### src/hdl/sbus_frame_decoder_core_assert.svh
// Assertion macros for the SBUS frame decoder core.
`ifndef SBUS_FRAME_DECODER_CORE_ASSERT_SVH
`define SBUS_FRAME_DECODER_CORE_ASSERT_SVH
`ifndef NO_ASSERTIONS
// Same-cycle implication, reset-qualified.
`define SFD_ASSERT_IMP(label, ante, cons, msg) \
	label: assert property (@(posedge clk) disable iff (!arst_n) (ante) |-> (cons)) \
		else $error(msg);
// Next-cycle implication, reset-qualified.
`define SFD_ASSERT_NEXT(label, ante, cons, msg) \
	label: assert property (@(posedge clk) disable iff (!arst_n) (ante) |=> (cons)) \
		else $error(msg);
`else
`define SFD_ASSERT_IMP(label, ante, cons, msg)
`define SFD_ASSERT_NEXT(label, ante, cons, msg)
`endif
`endif

### src/hdl/sfd_pkg.sv
// Shared types and constants of the SBUS frame decoder.
`default_nettype none
package sfd_pkg;
	localparam int unsigned FRAME_LEN  = 25;
	localparam int unsigned BYTE_W     = 8;
	localparam int unsigned CH_W       = 11;
	localparam int unsigned NUM_CH     = 10;
	localparam int unsigned CH_BYTES   = 14;
	localparam int unsigned STATUS_POS = 23;
	localparam int unsigned CNT_W      = 5;
	localparam int unsigned IDX_W      = 3;
	localparam int unsigned CFG_W      = 11;
	localparam int unsigned OUT_W      = 80;

	localparam logic [BYTE_W-1:0] HEAD_VAL = 8'h0F;
	localparam logic [BYTE_W-1:0] END_VAL  = 8'h00;

	localparam logic [CH_W-1:0]   RST_CENTER_OFFSET  = 11'd1024;
	localparam logic [CH_W-1:0]   RST_DEAD_ZONE      = 11'd120;
	localparam logic [CH_W-1:0]   RST_TWO_POS        = 11'd1024;
	localparam logic [CH_W-1:0]   RST_THREE_POS_LOW  = 11'd600;
	localparam logic [CH_W-1:0]   RST_THREE_POS_HIGH = 11'd1400;
	localparam logic [BYTE_W-1:0] RST_OFFLINE_STATUS = 8'd12;

	typedef enum logic [IDX_W-1:0] {
		REG_CENTER_OFFSET  = 3'd0,
		REG_DEAD_ZONE      = 3'd1,
		REG_TWO_POS        = 3'd2,
		REG_THREE_POS_LOW  = 3'd3,
		REG_THREE_POS_HIGH = 3'd4,
		REG_OFFLINE_STATUS = 3'd5
	} cfg_reg_t;

	typedef struct packed {
		logic [CH_W-1:0]   center_offset;
		logic [CH_W-1:0]   dead_zone;
		logic [CH_W-1:0]   two_pos_threshold;
		logic [CH_W-1:0]   three_pos_low;
		logic [CH_W-1:0]   three_pos_high;
		logic [BYTE_W-1:0] offline_status;
	} cfg_t;
endpackage
`default_nettype wire

### src/hdl/sbus_frame_decoder_core.sv
// SBUS frame decoder: byte chain, frame check, channel decode and output register.
// Throughput: one byte per cycle; s_tready drops only while a decoded frame is
// held in the decode stage and the output register is stalled.
// A good frame is captured into the decode stage on its last byte, then moves
// into the output register, whose valid bit presents the result.
// Reset (arst_n low, asynchronous): byte count, overflow flag and valid bits clear,
// configuration returns to defaults; the byte chain is not reset.
`default_nettype none
`include "sbus_frame_decoder_core_assert.svh"
module sbus_frame_decoder_core (
	input  wire logic                        clk,
	input  wire logic                        arst_n,
	input  wire logic                        s_tvalid,
	output logic                             s_tready,
	input  wire logic [7:0]                  s_tdata,   // [7:0] rx_byte
	input  wire logic                        s_tlast,   // frame_last
	output logic                             m_tvalid,
	input  wire logic                        m_tready,
	// [0] online, [11:1] stick_lx, [22:12] stick_ly, [33:23] stick_rx,
	// [44:34] stick_ry, [45] switch_a, [47:46] switch_b, [49:48] switch_c,
	// [50] switch_d, [61:51] aux_a, [72:62] aux_b, [79:73] zero
	output logic [sfd_pkg::OUT_W-1:0]        m_tdata,
	input  wire logic                        cfg_valid,
	output logic                             cfg_ready,
	input  wire logic [sfd_pkg::IDX_W-1:0]   cfg_index,
	input  wire logic [sfd_pkg::CFG_W-1:0]   cfg_data
);
	localparam logic [sfd_pkg::CNT_W-1:0] FULL_CNT = sfd_pkg::CNT_W'(sfd_pkg::FRAME_LEN);
	localparam logic [sfd_pkg::CNT_W-1:0] LAST_CNT = sfd_pkg::CNT_W'(sfd_pkg::FRAME_LEN - 1);

	sfd_pkg::cfg_t cfg_q;

	logic [sfd_pkg::CNT_W-1:0]  count_q;
	logic                       ovf_q;
	logic [sfd_pkg::BYTE_W-1:0] chain [sfd_pkg::FRAME_LEN];

	logic in_acc;
	logic shift_en;
	logic frame_take;

	logic                                         valid_s1;
	logic [sfd_pkg::CH_BYTES*sfd_pkg::BYTE_W-1:0] chan_bytes_s1;
	logic [sfd_pkg::BYTE_W-1:0]                   status_s1;
	logic                                         advance_s1;

	logic                        m_valid_q;
	logic [sfd_pkg::OUT_W-1:0]   m_data_q;

	logic [sfd_pkg::CH_W-1:0]          ch [sfd_pkg::NUM_CH];
	logic signed [sfd_pkg::CH_W-1:0]   stick_lx, stick_ly, stick_rx, stick_ry;
	logic                              online, switch_a, switch_d;
	logic [1:0]                        switch_b, switch_c;

	// configuration registers
	assign cfg_ready = 1'b1;

	always_ff @(posedge clk or negedge arst_n) begin
		if (!arst_n) begin
			cfg_q.center_offset     <= sfd_pkg::RST_CENTER_OFFSET;
			cfg_q.dead_zone         <= sfd_pkg::RST_DEAD_ZONE;
			cfg_q.two_pos_threshold <= sfd_pkg::RST_TWO_POS;
			cfg_q.three_pos_low     <= sfd_pkg::RST_THREE_POS_LOW;
			cfg_q.three_pos_high    <= sfd_pkg::RST_THREE_POS_HIGH;
			cfg_q.offline_status    <= sfd_pkg::RST_OFFLINE_STATUS;
		end else if (cfg_valid) begin
			unique case (cfg_index)
				sfd_pkg::REG_CENTER_OFFSET:  cfg_q.center_offset     <= cfg_data;
				sfd_pkg::REG_DEAD_ZONE:      cfg_q.dead_zone         <= cfg_data;
				sfd_pkg::REG_TWO_POS:        cfg_q.two_pos_threshold <= cfg_data;
				sfd_pkg::REG_THREE_POS_LOW:  cfg_q.three_pos_low     <= cfg_data;
				sfd_pkg::REG_THREE_POS_HIGH: cfg_q.three_pos_high    <= cfg_data;
				sfd_pkg::REG_OFFLINE_STATUS:
					cfg_q.offline_status <= cfg_data[sfd_pkg::BYTE_W-1:0];
				default: ;
			endcase
		end
	end

	// input side
	assign advance_s1 = valid_s1 && (!m_valid_q || m_tready);
	assign s_tready   = !valid_s1 || advance_s1;
	assign in_acc     = s_tvalid && s_tready;
	assign shift_en   = in_acc && (count_q < FULL_CNT);

	// incoming byte is the 25th: byte 0 sits in chain[23], byte 24 is on the bus
	assign frame_take = in_acc && s_tlast && (count_q == LAST_CNT) && !ovf_q &&
		(chain[sfd_pkg::FRAME_LEN-2] == sfd_pkg::HEAD_VAL) &&
		(s_tdata == sfd_pkg::END_VAL);

	always_ff @(posedge clk or negedge arst_n) begin
		if (!arst_n) begin
			count_q <= '0;
			ovf_q   <= 1'b0;
		end else if (in_acc) begin
			if (s_tlast) begin
				count_q <= '0;
				ovf_q   <= 1'b0;
			end else if (count_q < FULL_CNT) begin
				count_q <= count_q + 1'b1;
			end else begin
				ovf_q <= 1'b1;
			end
		end
	end

	// byte chain: newest byte in cell 0
	for (genvar g = 0; g < sfd_pkg::FRAME_LEN; g++) begin : g_chain
		if (g == 0) begin : g_head
			sfd_byte_cell u_cell (
				.clk      (clk),
				.shift_en (shift_en),
				.d        (s_tdata),
				.q        (chain[g])
			);
		end else begin : g_body
			sfd_byte_cell u_cell (
				.clk      (clk),
				.shift_en (shift_en),
				.d        (chain[g-1]),
				.q        (chain[g])
			);
		end
	end

	// decode stage: capture channel bytes 1..14 and the status byte
	always_ff @(posedge clk or negedge arst_n) begin
		if (!arst_n) begin
			valid_s1 <= 1'b0;
		end else if (frame_take) begin
			valid_s1 <= 1'b1;
		end else if (advance_s1) begin
			valid_s1 <= 1'b0;
		end
	end

	always_ff @(posedge clk) begin
		if (frame_take) begin
			for (int j = 0; j < sfd_pkg::CH_BYTES; j++) begin
				chan_bytes_s1[j*sfd_pkg::BYTE_W +: sfd_pkg::BYTE_W] <=
					chain[sfd_pkg::FRAME_LEN-3-j];
			end
			status_s1 <= chain[sfd_pkg::FRAME_LEN-2-sfd_pkg::STATUS_POS];
		end
	end

	// channels are packed LSB first from byte 1
	always_comb begin
		for (int k = 0; k < sfd_pkg::NUM_CH; k++) begin
			ch[k] = chan_bytes_s1[k*sfd_pkg::CH_W +: sfd_pkg::CH_W];
		end
	end

	sfd_stick u_stick_lx (.ch(ch[3]), .cfg(cfg_q), .use_dead(1'b1), .val(stick_lx));
	sfd_stick u_stick_ly (.ch(ch[2]), .cfg(cfg_q), .use_dead(1'b0), .val(stick_ly));
	sfd_stick u_stick_rx (.ch(ch[0]), .cfg(cfg_q), .use_dead(1'b1), .val(stick_rx));
	sfd_stick u_stick_ry (.ch(ch[1]), .cfg(cfg_q), .use_dead(1'b1), .val(stick_ry));

	always_comb begin
		online   = (status_s1 != cfg_q.offline_status);
		switch_a = (ch[4] >= cfg_q.two_pos_threshold);
		switch_d = (ch[7] >= cfg_q.two_pos_threshold);
		if (ch[5] < cfg_q.three_pos_low) begin
			switch_b = 2'd0;
		end else if (ch[5] <= cfg_q.three_pos_high) begin
			switch_b = 2'd1;
		end else begin
			switch_b = 2'd2;
		end
		if (ch[6] < cfg_q.three_pos_low) begin
			switch_c = 2'd0;
		end else if (ch[6] <= cfg_q.three_pos_high) begin
			switch_c = 2'd1;
		end else begin
			switch_c = 2'd2;
		end
	end

	// output register
	always_ff @(posedge clk or negedge arst_n) begin
		if (!arst_n) begin
			m_valid_q <= 1'b0;
		end else if (advance_s1) begin
			m_valid_q <= 1'b1;
		end else if (m_tready) begin
			m_valid_q <= 1'b0;
		end
	end

	always_ff @(posedge clk) begin
		if (advance_s1) begin
			m_data_q <= {7'b0, ch[9], ch[8], switch_d, switch_c, switch_b, switch_a,
				stick_ry, stick_rx, stick_ly, stick_lx, online};
		end
	end

	assign m_tvalid = m_valid_q;
	assign m_tdata  = m_data_q;

	`SFD_ASSERT_IMP(a_count_range, 1'b1, count_q <= FULL_CNT, "byte count beyond frame length")
	`SFD_ASSERT_IMP(a_ovf_full, ovf_q, count_q == FULL_CNT, "overflow set before frame filled")
	`SFD_ASSERT_IMP(a_take_room, frame_take, !valid_s1 || advance_s1, "frame over held frame")
	`SFD_ASSERT_NEXT(a_last_clears, in_acc && s_tlast, count_q == '0 && !ovf_q, "stale count")
endmodule
`default_nettype wire

### src/hdl/sfd_byte_cell.sv
// One byte cell of the frame shift chain.
`default_nettype none
module sfd_byte_cell (
	input  wire logic                       clk,
	input  wire logic                       shift_en,
	input  wire logic [sfd_pkg::BYTE_W-1:0] d,
	output logic      [sfd_pkg::BYTE_W-1:0] q
);
	logic [sfd_pkg::BYTE_W-1:0] byte_q;

	always_ff @(posedge clk) begin
		if (shift_en) begin
			byte_q <= d;
		end
	end

	assign q = byte_q;
endmodule
`default_nettype wire

### src/hdl/sfd_stick.sv
// Stick channel centering, dead zone and saturation.
`default_nettype none
module sfd_stick (
	input  wire logic [sfd_pkg::CH_W-1:0] ch,
	input  wire sfd_pkg::cfg_t            cfg,
	input  wire logic                     use_dead,
	output logic signed [sfd_pkg::CH_W-1:0] val
);
	logic signed [sfd_pkg::CH_W+1:0] diff;
	logic signed [sfd_pkg::CH_W+1:0] dz;
	logic                            in_dz;

	always_comb begin
		diff  = $signed({2'b00, ch}) - $signed({2'b00, cfg.center_offset});
		dz    = $signed({2'b00, cfg.dead_zone});
		in_dz = use_dead && (diff > -dz) && (diff < dz);
		// compare at full precision, saturate afterwards
		if (in_dz) begin
			val = '0;
		end else if (diff > 13'sd1023) begin
			val = 11'sh3FF;
		end else if (diff < -13'sd1024) begin
			val = 11'sh400;
		end else begin
			val = diff[sfd_pkg::CH_W-1:0];
		end
	end
endmodule
`default_nettype wire

### config.mk
export PLATFORM = sky130hd
export DESIGN_NAME = sbus_frame_decoder_core
export DESIGN_NICKNAME = d
export VERILOG_FILES = /design/src/hdl/sfd_pkg.sv /design/src/hdl/sbus_frame_decoder_core.sv /design/src/hdl/sfd_byte_cell.sv /design/src/hdl/sfd_stick.sv
export VERILOG_INCLUDE_DIRS = /design/src /design/src/hdl
export SDC_FILE = /design/constraint.sdc
export NUM_CORES = 1
export LEC_CHECK = 0
export ABC_AREA = 1
export BUFFER_PORTS_ARGS = -buffer_cell sky130_fd_sc_hd__buf_4
export CAP_MARGIN = 40
export CORE_MARGIN = 3
export CORE_UTILIZATION = 55
export CTS_BUF_LIST = sky130_fd_sc_hd__clkbuf_2
export DETAILED_ROUTE_END_ITERATION = 8
export GPL_TIMING_DRIVEN = 0
export PLACE_DENSITY = 0.76
export SLEW_MARGIN = 20
export SYNTH_ARGS = -nofsm -noshare
export SYNTH_HDL_FRONTEND = slang
export SYNTH_HIERARCHICAL = 1
export SYNTH_SLANG_ARGS = --single-unit
### constraint.sdc
create_clock -name clk -period 11.4 [get_ports clk]
set_input_delay 2.28 -clock clk [delete_from_list [all_inputs] [get_ports clk]]
set_output_delay 2.28 -clock clk [all_outputs]
set_load 0.01 [all_outputs]
## Word level (Yosys, flattened, before mapping)

Index checks and enable logic that the tools add are counted.

| storage, ports and cells | value |
|---|---|
| flip-flop bits (word level) | 454 |
| bits of input ports | 28 |
| output and inout port bits | 83 |
| word-level logic and storage cells | 131 |

| operators by class | value |
|---|---|
| add/sub/neg operators | 6 |
| order comparisons | 21 |
| eq/ne operators | 9 |
| muxes and demuxes | 17 |
| reduce and logical (&&, ||, !) cells | 32 |

Operators by type and width:

| cell | count |
|---|---|
| 13-bit by 11-bit > comparator with 1-bit output, second input constant | 4 |
| 13-bit by 11-bit less-than comparator with 1-bit output, second input constant | 4 |
| 11-bit by 11-bit subtractor with 12-bit output | 4 |
| 11-bit 2-to-1 mux | 4 |
| 13-bit > comparator | 3 |
| 13-bit by 12-bit less-than comparator with 1-bit output | 3 |
| 10-bit 2-to-1 mux | 3 |
| 11-bit greater-or-equal comparator | 2 |
| 11-bit less-or-equal comparator | 2 |
| 11-bit less-than comparator | 2 |
| 2-bit AND reduction | 8 |
| 11-bit negation with 13-bit output | 1 |
| 1-bit logical AND | 11 |
| 5-bit 2-to-1 mux | 2 |
| 8-bit by 4-bit equality test with 1-bit output, second input constant | 1 |
| 8-bit zero test | 1 |
| 8-bit != test | 1 |
| 3-bit by 2-bit equality test with 1-bit output, second input constant | 2 |
| 3-bit equality test, second input constant | 2 |
| 1-bit 2-to-1 mux | 6 |
| 2-bit nonzero test | 3 |
| 2-bit OR reduction | 3 |
| 5-bit by 1-bit adder with 5-bit output, second input constant | 1 |
| 5-bit equality test, second input constant | 1 |
| 7 further kinds | 11 |

## Depth between registers and ports, before layout

| depth | value |
|---|---|
| depth in word-level cells | 11 |
| depth in mapped cells | 29 |
| depth with buffers taken out | 28 |

## Hierarchy

The synthesis kept the hierarchy.

Modules (own cells, without submodules):

| module | instances | cells an instance | area an instance (um^2) | sequential area each (um^2) |
|---|---|---|---|---|
| sbus_frame_decoder_core | 1 | 785 | 10401.2 | 7534.7 |
| sfd_byte_cell | 24 | 8 | 240.2 | 240.2 |
| sfd_stick at u_stick_rx ... | 2 | 287 | 1592.8 | 0.0 |
| sfd_stick at u_stick_lx | 1 | 274 | 1651.6 | 0.0 |
| sfd_stick at u_stick_ly | 1 | 288 | 1647.8 | 0.0 |

## Worst setup path before layout

OpenSTA, ideal clock, no wires.

| timing | value |
|---|---|
| path type | input to register |
| from | input m_tready |
| to | register m_data_q (netlist bit m_tdata[0]), enable pin |
| library setup time | 528 ps |
| arrival time | 5831 ps |
| data required time | 10872 ps |
| slack | 5041 ps |
| stages | 2 |
| path buffers | 0 |
| path through | inv_2 -> a21oi_1 |

| between the ends | value |
|---|---|
| cells in the longest elaborated chain, start to end | 2 |

RTL lines:

| what | line | source |
|---|---|---|
| from (decl) | sbus_frame_decoder_core.sv:18 | `input wire logic m_tready,` |
| 1-bit logical OR | sbus_frame_decoder_core.sv:80 | `assign advance_s1 = valid_s1 && (!m_valid_q \|\| m_tready);` |
| 1-bit logical AND | sbus_frame_decoder_core.sv:80 |  |
| net advance_s1 | sbus_frame_decoder_core.sv:44 | `logic advance_s1;` |
| to (signal assigned) | sbus_frame_decoder_core.sv:191 | `m_data_q <= {7'b0, ch[9], ch[8], switch_d, switch_c, switch_b, switch_a,` |
| to (decl) | sbus_frame_decoder_core.sv:47 | `logic [sfd_pkg::OUT_W-1:0] m_data_q;` |

The timed path passes the listed nets, and every way through them passes these cells.
A chain may end at the register's enable or synchronous reset.

## Worst setup path in the final report

| timing | value |
|---|---|
| from | input m_tready |
| to | output s_tready |

| between the ends | value |
|---|---|
| cells in the longest elaborated chain, start to end | 3 |

RTL lines:

| what | line | source |
|---|---|---|
| 1-bit logical OR | sbus_frame_decoder_core.sv:80 |  |
| 1-bit logical AND | sbus_frame_decoder_core.sv:80 |  |
| 1-bit logical OR | sbus_frame_decoder_core.sv:81 | `assign s_tready = !valid_s1 \|\| advance_s1;` |
| to (decl) | sbus_frame_decoder_core.sv:14 | `output logic s_tready,` |

No other way between the ends.

==> results.toml <==
[synth]
async_flop_share = 0.156
synth_compound_area_frac = 0.0597
yosysWarnings = 6
yosys.area_share.simple = 0.155
syn_inst = 2113
synth_adder_area_share = 0.111
synthXorXnorAreaFrac = 0.0220
netlist_area_mm2 = 0.0227
syn_avg_cell_area_um2 = 10.7
yosysSeqAreaShare = 0.587
ys_seq_elements = 454
ys.flop_type = "edfxtp_1"
synth_top_family_by_area = "simple AND/OR/NAND/NOR gates"
synth-edff-count = 383
muxShareOfSynthArea = 0
ys_types = 47

[job]
max-cap-violations = 0

[timing]
setup_violations = 0
final_max_slew_viol_count = 0
hold_violations = 0
max_clock_freq_mhz = 199
rsz0062_at_grt = "false"
slew_headroom = 0.429
tightest_slew_ps = 857
fin_crit_sh = 0.440
clock_skew_ps = 75.8
fin_crit_ps = 5010
tns_ps = 0

[cells_and_area]
layout-drive-gt1-share = 0.182
fin_nets = 2572
area_delta_synth_final_pct = 12.6

[global_route]
grt_pass1_wl_um = 76500
grtUsageTotal = 0.221
grt_pass1_vias = 15100
met2_usage = 0.361
grtUsageMet1 = 0.286
overflow = 0
top_usage_layer = "met2"
antenna_found_initial = 2
grt_max_degree = 80
grtUsageMet3 = 0.0480

[pwr]
max-vdd-ir-drop_mv = 0.111
power.density_mw_per_mm2 = 171
power_mw = 4.36
p_leak_nw = 11.7

[die]
dieArea_mm2 = 0.0437
die_y_um = 209
rows = 73
core_area_mm2 = 0.0402
ios = 111
initial_core_util = 0.564
die_w_um = 209

[clock_network]
root_buffer = "clkbuf_2"
ctsHoldBuffers = 0
cts_max_level = 3
cts-resized-gates = 0
cts.clk_slew.worst_paths_ps = 110
clkLatencyLatePin_ps = 1090
cts.sinks = 454
cts_tree = "done"
numCtsBuffers = 107
cts_max_path_buffers = 3
post-cts-setup-buffers = 0

[placed_design]
gp_congestion = 0.919
dp_hpwl_um = 34900
portBuffers = 102

[hold_path]
min_from = "chan_bytes_s1[92]$_DFFE_PP_"
hold_class = "reg -> reg"
hold_end = "m_tdata[55]$_DFFE_PP_"
hold_depth = 0

[detailed_routing]
wl_per_cell_um = 16.2
ant_nets = 0
firstDrtPassIters = 9
vias = 15400
drt-initial-drc-count = 980
via_per_inst = 5.18
postRouteWirelength_um = 47900
drc = 0

[setup_path]
max_stage_delay_ps = 160
crit_chain = "buf_4, inv_2, nand3_2, buf_4"
critical_path_arrival_ps = 2730
critPathKind = "in -> out"
end_kind = "primary output"
required_ps = 9120
cp_max_fo = 3
r2r-start = "cfg_q[54]$_DFFE_PN0P_"
crit_top_cell = "buf_4"
r2r_end = "m_tdata[26]$_DFFE_PP_"
crit_slowest_cell = "buf_4"
rr_worst_depth = 26
crit_path_start_kind = "primary input"
reg2reg_slack_ps = 7370

[status]
status = "finished, final reports clean"
## power by group
part / internal, mW / leakage (nW) / switching, mW / total [mW]
Clock: 0.463 / 0.804 / 0.663 / 1.13
Sequential: 1.92 / 4.46 / 0.115 / 2.03
Combinational: 0.458 / 6.42 / 0.744 / 1.20
Total: 2.84 / 11.7 / 1.52 / 4.36
## routing by layer
layer  wire [um]  vias to the layer above
li1            -                     7591
met1       20100                     7157
met2       22700                      517
met3        3560                       92
met4        1540                        2
met5           9                        -
## kinds of logic after synthesis
logic type               after synthesis
other                                  2
AND/OR/NAND/NOR                      793
XOR/XNOR                              57
flip-flops                           454
buffers and inverters                372
AO/OA/AOI/OAI                        237
adder cells (fa/ha/maj)              198
## synthesized netlist by cell type, types with 2 or more instances
| master | count | area [um2] |
|---|---|---|
| a21oi_4 | 3 | 48.8 |
| fa_1 | 4 | 80.1 |
| inv_2 | 11 | 41.3 |
| buf_4 | 8 | 60.1 |
| o21ai_0 | 56 | 280 |
| o311ai_2 | 2 | 32.5 |
| o21a_1 | 2 | 15.0 |
| a21oi_2 | 7 | 61.3 |
| a31oi_1 | 4 | 25.0 |
| dfrtp_1 | 53 | 1330 |
| nor4_1 | 5 | 31.3 |
| a21o_1 | 7 | 52.6 |
| nand3b_1 | 5 | 37.5 |
| buf_6 | 3 | 33.8 |
| nor2_1 | 102 | 383 |
| ha_1 | 194 | 2430 |
| nor2_2 | 23 | 144 |
| xnor2_1 | 11 | 96.3 |
| edfxtp_1 | 383 | 11500 |
| or2_1 | 4 | 25.0 |
| nor2_4 | 3 | 33.8 |
| dfstp_2 | 18 | 473 |
| or3_2 | 2 | 15.0 |
| nand2_4 | 3 | 33.8 |
| xor2_1 | 46 | 403 |
| or2_2 | 3 | 18.8 |
| conb_1 | 2 | 7.51 |
| nand3_4 | 2 | 35.0 |
| nand3_1 | 62 | 310 |
| buf_2 | 12 | 60.1 |
| o21bai_1 | 9 | 67.6 |
| nand2_2 | 29 | 181 |
| o21ai_1 | 64 | 320 |
| nand2_1 | 493 | 1850 |
| nand4_1 | 21 | 131 |
| inv_1 | 337 | 1260 |
| a21oi_1 | 79 | 395 |
| nor3_1 | 13 | 65.1 |
| nand3_2 | 20 | 200 |
## cell usage in the layout, fill, tap and decap left out, types with 5 or more instances in the layout
cell type and n:
a21o_1 7, a21oi_1 78, a21oi_2 7, buf_12 5, buf_16 7, buf_2 12
buf_4 110, clkbuf_2 161, clkinv_1 26, conb_1 12, dfrtp_1 53, dfstp_2 18
edfxtp_1 383, ha_1 194, inv_1 336, inv_2 11, inv_6 5, nand2_1 493
nand2_2 29, nand3_1 62, nand3_2 20, nand3b_1 5, nand4_1 21, nor2_1 102
nor2_2 23, nor3_1 13, nor4_1 5, o21ai_0 56, o21ai_1 64, o21bai_1 9
xnor2_1 11, xor2_1 46
## through the flow
step / instances / utilization / hold WS (ps) / instance area, um2 / setup slack, ps
2_1_floorplan: 2123 / - / 400 / 22700 / 5040
6_report: 2963 / 0.635 / 411 / 25500 / 6390
3_3_place_gp: 2750 / 0.600 / 401 / 24100 / 3150
5_1_grt: 2963 / 0.635 / 411 / 25500 / 6350
3_5_place_dp: 2762 / 0.608 / 405 / 24400 / 6380
4_1_cts: 2962 / 0.635 / 399 / 25500 / 6380
## worst max-delay path by stage
| stage | start | to | slack, ps |
|---|---|---|---|
| floorplan | m_tready | m_tdata[0]$_DFFE_PP_ | 5040 |
| global placement | m_tready | m_tdata[11]$_DFFE_PP_ | 3150 |
| detailed placement | m_tready | s_tready | 6380 |
| CTS | m_tready | s_tready | 6380 |
| global route | m_tready | s_tready | 6350 |
| finish | m_tready | s_tready | 6390 |
## flip-flops by register name, indices dropped and copies added (netlist names)
| register | cells |
|---|---|
| g_chain.g_body.u_cell/q | 184 |
| chan_bytes_s1 | 110 |
| m_tdata | 73 |
| cfg_q | 63 |
| g_chain.g_head.u_cell/q | 8 |
| status_s1 | 8 |
| count_q | 5 |
| m_tvalid | 1 |
| ovf_q | 1 |
| valid_s1 | 1 |
## worst max-delay path: cells and delay by family
family                 cells  cell delay [ps]
AND/OR/NAND/NOR            1              100
buffers and inverters      3              350
## layout make-up
class,count,area (um2)
fillers,3164,14700
repair buffers,114,1060
multi-input cells,1297,7940
plain buffers,23,154
inverters,349,1320
diodes,1,2.50
clock buffers,161,806
clock inverters,39,283
well taps,525,657
flip-flops and latches,454,13300
(Power assumes the default switching activity.)
